File: src/hdl/dgcd_ram.sv
// Generic synchronous RAM with one write port and one registered read port.
module dgcd_ram #(
   parameter int WIDTH = 8,
   parameter int DEPTH = 16
) (
   input  logic                                      clock,
   input  logic                                      wr_en,
   input  logic [((DEPTH > 1) ? $clog2(DEPTH) : 1)-1:0] wr_addr,
   input  logic [WIDTH-1:0]                          wr_data,
   input  logic [((DEPTH > 1) ? $clog2(DEPTH) : 1)-1:0] rd_addr,
   output logic [WIDTH-1:0]                          rd_data
);

   logic [WIDTH-1:0] mem [DEPTH];
   logic [WIDTH-1:0] rd_data_ff;

   // Write and read, read data registered.
   always_ff @(posedge clock) begin
      if (wr_en) begin
         mem[wr_addr] <= wr_data;
      end
      rd_data_ff <= mem[rd_addr];
   end

   assign rd_data = rd_data_ff;

endmodule

File: config.mk
export PLATFORM = sky130hd
export DESIGN_NAME = dgcd_ram
export DESIGN_NICKNAME = d
export VERILOG_FILES = /design/src/hdl/dgcd_ram.sv
export SDC_FILE = /design/constraint.sdc
export NUM_CORES = 1
export LEC_CHECK = 0
export ABC_AREA = 1
export BUFFER_PORTS_ARGS = -buffer_cell sky130_fd_sc_hd__buf_2
export CORE_UTILIZATION = 60
export DETAILED_ROUTE_END_ITERATION = 10
export PLACE_DENSITY = 0.78
export SLEW_MARGIN = 10
export SYNTH_ARGS = -nofsm -noshare
export SYNTH_HDL_FRONTEND = slang
export SYNTH_SLANG_ARGS = --single-unit
File: constraint.sdc
create_clock -name clock -period 1.5 [get_ports clock]
set_input_delay 0.3 -clock clock [delete_from_list [all_inputs] [get_ports clock]]
set_output_delay 0.3 -clock clock [all_outputs]
set_load 0.05 [all_outputs]
==> flow_results.org <==
** Status
- Result of the run :: finished, final reports clean

** Pwr
- Static leakage :: 2.963 nW
- Maximum ir drop on the vdd rail :: 0.0009356 V
- Pwr Density :: 1389 mW/mm^2

** Global route
- The first global-routing pass estimated 20,100 microns of wire.
- Sum of overflow across all layers after global routing :: 0
- The via count of the first global-routing pass was 3,869.
- Initial antenna violation count :: 0
- Entering global routing, the biggest net connects 33 pins.
- Across every metal layer, demand over resource in global routing totals 28.24%.

** Critical path
- Data required time of the worst path :: ~1.2 ns
- Total stage count of the critical path :: 1
- The number of buffers and inverters on the critical path is 1.
- CP peak stage delay :: between 0.3 and 0.4 ns
- Category of the worst setup path launch point :: register
- The signal on the critical path passes through buf_2.
- The worst setup path is captured at an output pin.
- Critical path fanouts, max :: 1
- The cell family contributing the most delay on the critical path is flip-flops.
- The worst setup path is of the register to output pin kind.
- Worst path arrival time :: 1.16 ns
- Cell at the slowest stage of the critical path :: sky130_fd_sc_hd__dfxtp_1
- Counting cells, the worst reg-to-reg path comes to 6.

** Floorplanning
- In this run the core area contains 35 standard-cell rows.
- Once the floorplan was initialized, standard cells occupied 62.12% of the core.
- Die area :: around 0.01 sq mm
- Top Ports :: 26
- The floorplan step defined a core boundary enclosing 0.009284 sq mm.
- The die is 100.0 microns tall.
- Width of the chip :: 100.0 microns

** Logic synthesis
- In this run the cell area of the synthesized design comes to about 0.0058 sq mm.
- Syn Inst Count :: 551
- Ys Warns :: 0
- Counting every net in the synthesized netlist gives ~570.
- Per-instance average area after synthesis :: 10.47 sq um
- Flip-flop and latch count after synthesis :: 136
- Synth cell types :: 12
- After synthesis, flip-flops and latches occupy 69.43% of the total area.

** Timing
- Derived from the worst setup path, the maximum achievable clock frequency is approximately 0.69 GHz.
- At the pin with the least slew margin, the transition time is 0.6532 ns.
- Final TNS setup :: 0 ns
- Slew Limit Headroom :: between 50% and 60%
- Setup ws final :: 0.04371 ns
- In the finished design, the share of the clock period the worst path needs comes to 97.09%.
- On the final layout, the worst clock skew is 0.006473 ns.
- The final count of hold timing violations came to 0.
- Setup repair after global routing missed its margin :: no
- Final setup viols :: 0
- The max-slew violation count came to 0.
- Time the final worst path needs with I/O delays and setup :: 1.456 ns

** Clock tree
- In this run, CTS created clock tree buffers numbering 17.
- Buffers inserted to repair hold after CTS numbered 0.
- Clock tree from TritonCTS :: yes
- The tree built by TritonCTS fans out to around 140 sinks.
- CTS root buf :: sky130_fd_sc_hd__clkbuf_8
- Max clock buf depth :: 2
- Setup bufs post-CTS :: 0
- After clock tree synthesis, the clock-pin slew on the worst setup and hold paths is around 0.06 ns.
- Number of gates given a new drive strength after cts :: 0
- # H-tree levels :: 4
- Clock latency on the worst-skew pair, taken at its later pin, is roughly 0.53 ns.

** Routing
- For this run, design rule violations remaining after detail routing come to 0.
- The first detailed-routing pass ran for 5 iterations.
- The routed design has 12,790 microns of wire.
- The routed layout has 3,938 vias.
- Remaining antenna violation count after routing :: 0
- In this run, the number of DRC markers left after iteration 0 of detailed routing was roughly 400.
- Drt via density :: 5.351
- Routed wirelength normalized by instance count :: 17.38 microns

** Layout
- In the final design database the tool counted 612 nets.
- Area growth syn-to-layout :: 16.79%
- Cells with a size suffix above 1 make up between 10% and 20% of the layout.
- The layout has 618 filler cells.
- Antenna diode count :: 0

** Job
- Reported max-cap violation count :: 0

** Place
- Prior to clock tree synthesis, the placed netlist has a worst setup slack of between 0.003 and 0.004 ns.
- Total half-perimeter wirelength after legalization and detailed placement :: 7542 microns
- Placer's final routability congestion estimate :: approximately 0.84
- Count of buffers inserted at the top-level ports :: 25

** Hold path
- Along the worst hold path, the cell count comes to 3.
- Worst hold path class :: input pin to register
## path summary, 6_finish.rpt
kind	startpoint	end	slack [ns]
min	rd_addr[3]	rd_data[4]	0.13
max reg2reg	mem[5][6]	rd_data[6]	0.40
min reg2reg	mem[2][1]	rd_data[1]	0.66
max	rd_data[1]	rd_data[1]	0.04
## registers in the layout (all words and copies together) (netlist names)
register / flops
mem: 128
rd_data: 8
## per-layer routing
layer	wire (microns)	global-route usage, %
met4	459	15.27
met5	0	0
met3	970	6.198
met1	5023	36.27
met2	6334	45.36
## per-stage QoR
stage / util [%] / hold WS (ns) / power (W) / cells / instance area [sq um]
2_1_floorplan: - / 0.3989 / 0.004735 / 551 / 5767
3_3_place_gp: 65.67 / 0.6410 / 0.004936 / 704 / 6097
3_5_place_dp: 65.67 / 0.6521 / 0.004955 / 704 / 6097
4_1_cts: 72.55 / 0.1209 / 0.009379 / 736 / 6735
5_1_grt: 72.55 / 0.1546 / 0.009600 / 736 / 6735
6_report: 72.55 / 0.1309 / 0.009354 / 736 / 6735
## synthesized netlist by cell type
cell type,count,area share (%)
sky130_fd_sc_hd__buf_1,1,0.065
sky130_fd_sc_hd__edfxtp_1,128,67
sky130_fd_sc_hd__dfxtp_1,8,2.8
sky130_fd_sc_hd__nand3b_1,2,0.26
sky130_fd_sc_hd__buf_2,13,1.1
sky130_fd_sc_hd__nand3_1,97,8.4
sky130_fd_sc_hd__buf_4,4,0.52
sky130_fd_sc_hd__nor2_1,17,1.1
sky130_fd_sc_hd__inv_2,2,0.13
sky130_fd_sc_hd__inv_1,100,6.5
sky130_fd_sc_hd__nand2_1,173,11
sky130_fd_sc_hd__buf_6,6,1.2
## report_power, final
part | switching (W) | leakage (nW) | internal, W
logic | 0.000449 | 1.42 | 0.000162
registers | 0.0000263 | 1.22 | 0.00425
clock network | 0.00167 | 0.314 | 0.00280
## cell type report
cell class,instances,area (sq um),share of cell area [%]
flip-flops and latches,136,4004,59.45
inverters,102,382.9,5.685
repair buffers,48,335.3,4.979
well taps,129,161.4,2.396
clock buffers,18,427.9,6.353
multi-input cells,289,1214,18.02
clock inverters,14,210.2,3.121
## kinds of logic after synthesis
| family | share of synthesized area [%] |
|---|---|
| DFF | 69.43 |
| and+or+nand+nor | 21.05 |
| buffers and inverters | 9.525 |
## cell usage in the layout (no fill, tap or decap), drive strengths merged
cell,n
buf,48
bufinv,4
clkbuf,18
clkinv,2
dfxtp,8
edfxtp,128
inv,110
nand2,173
nand3,97
nand3b,2
nor2,17
Note: power is estimated with default switching activity, not from simulation.
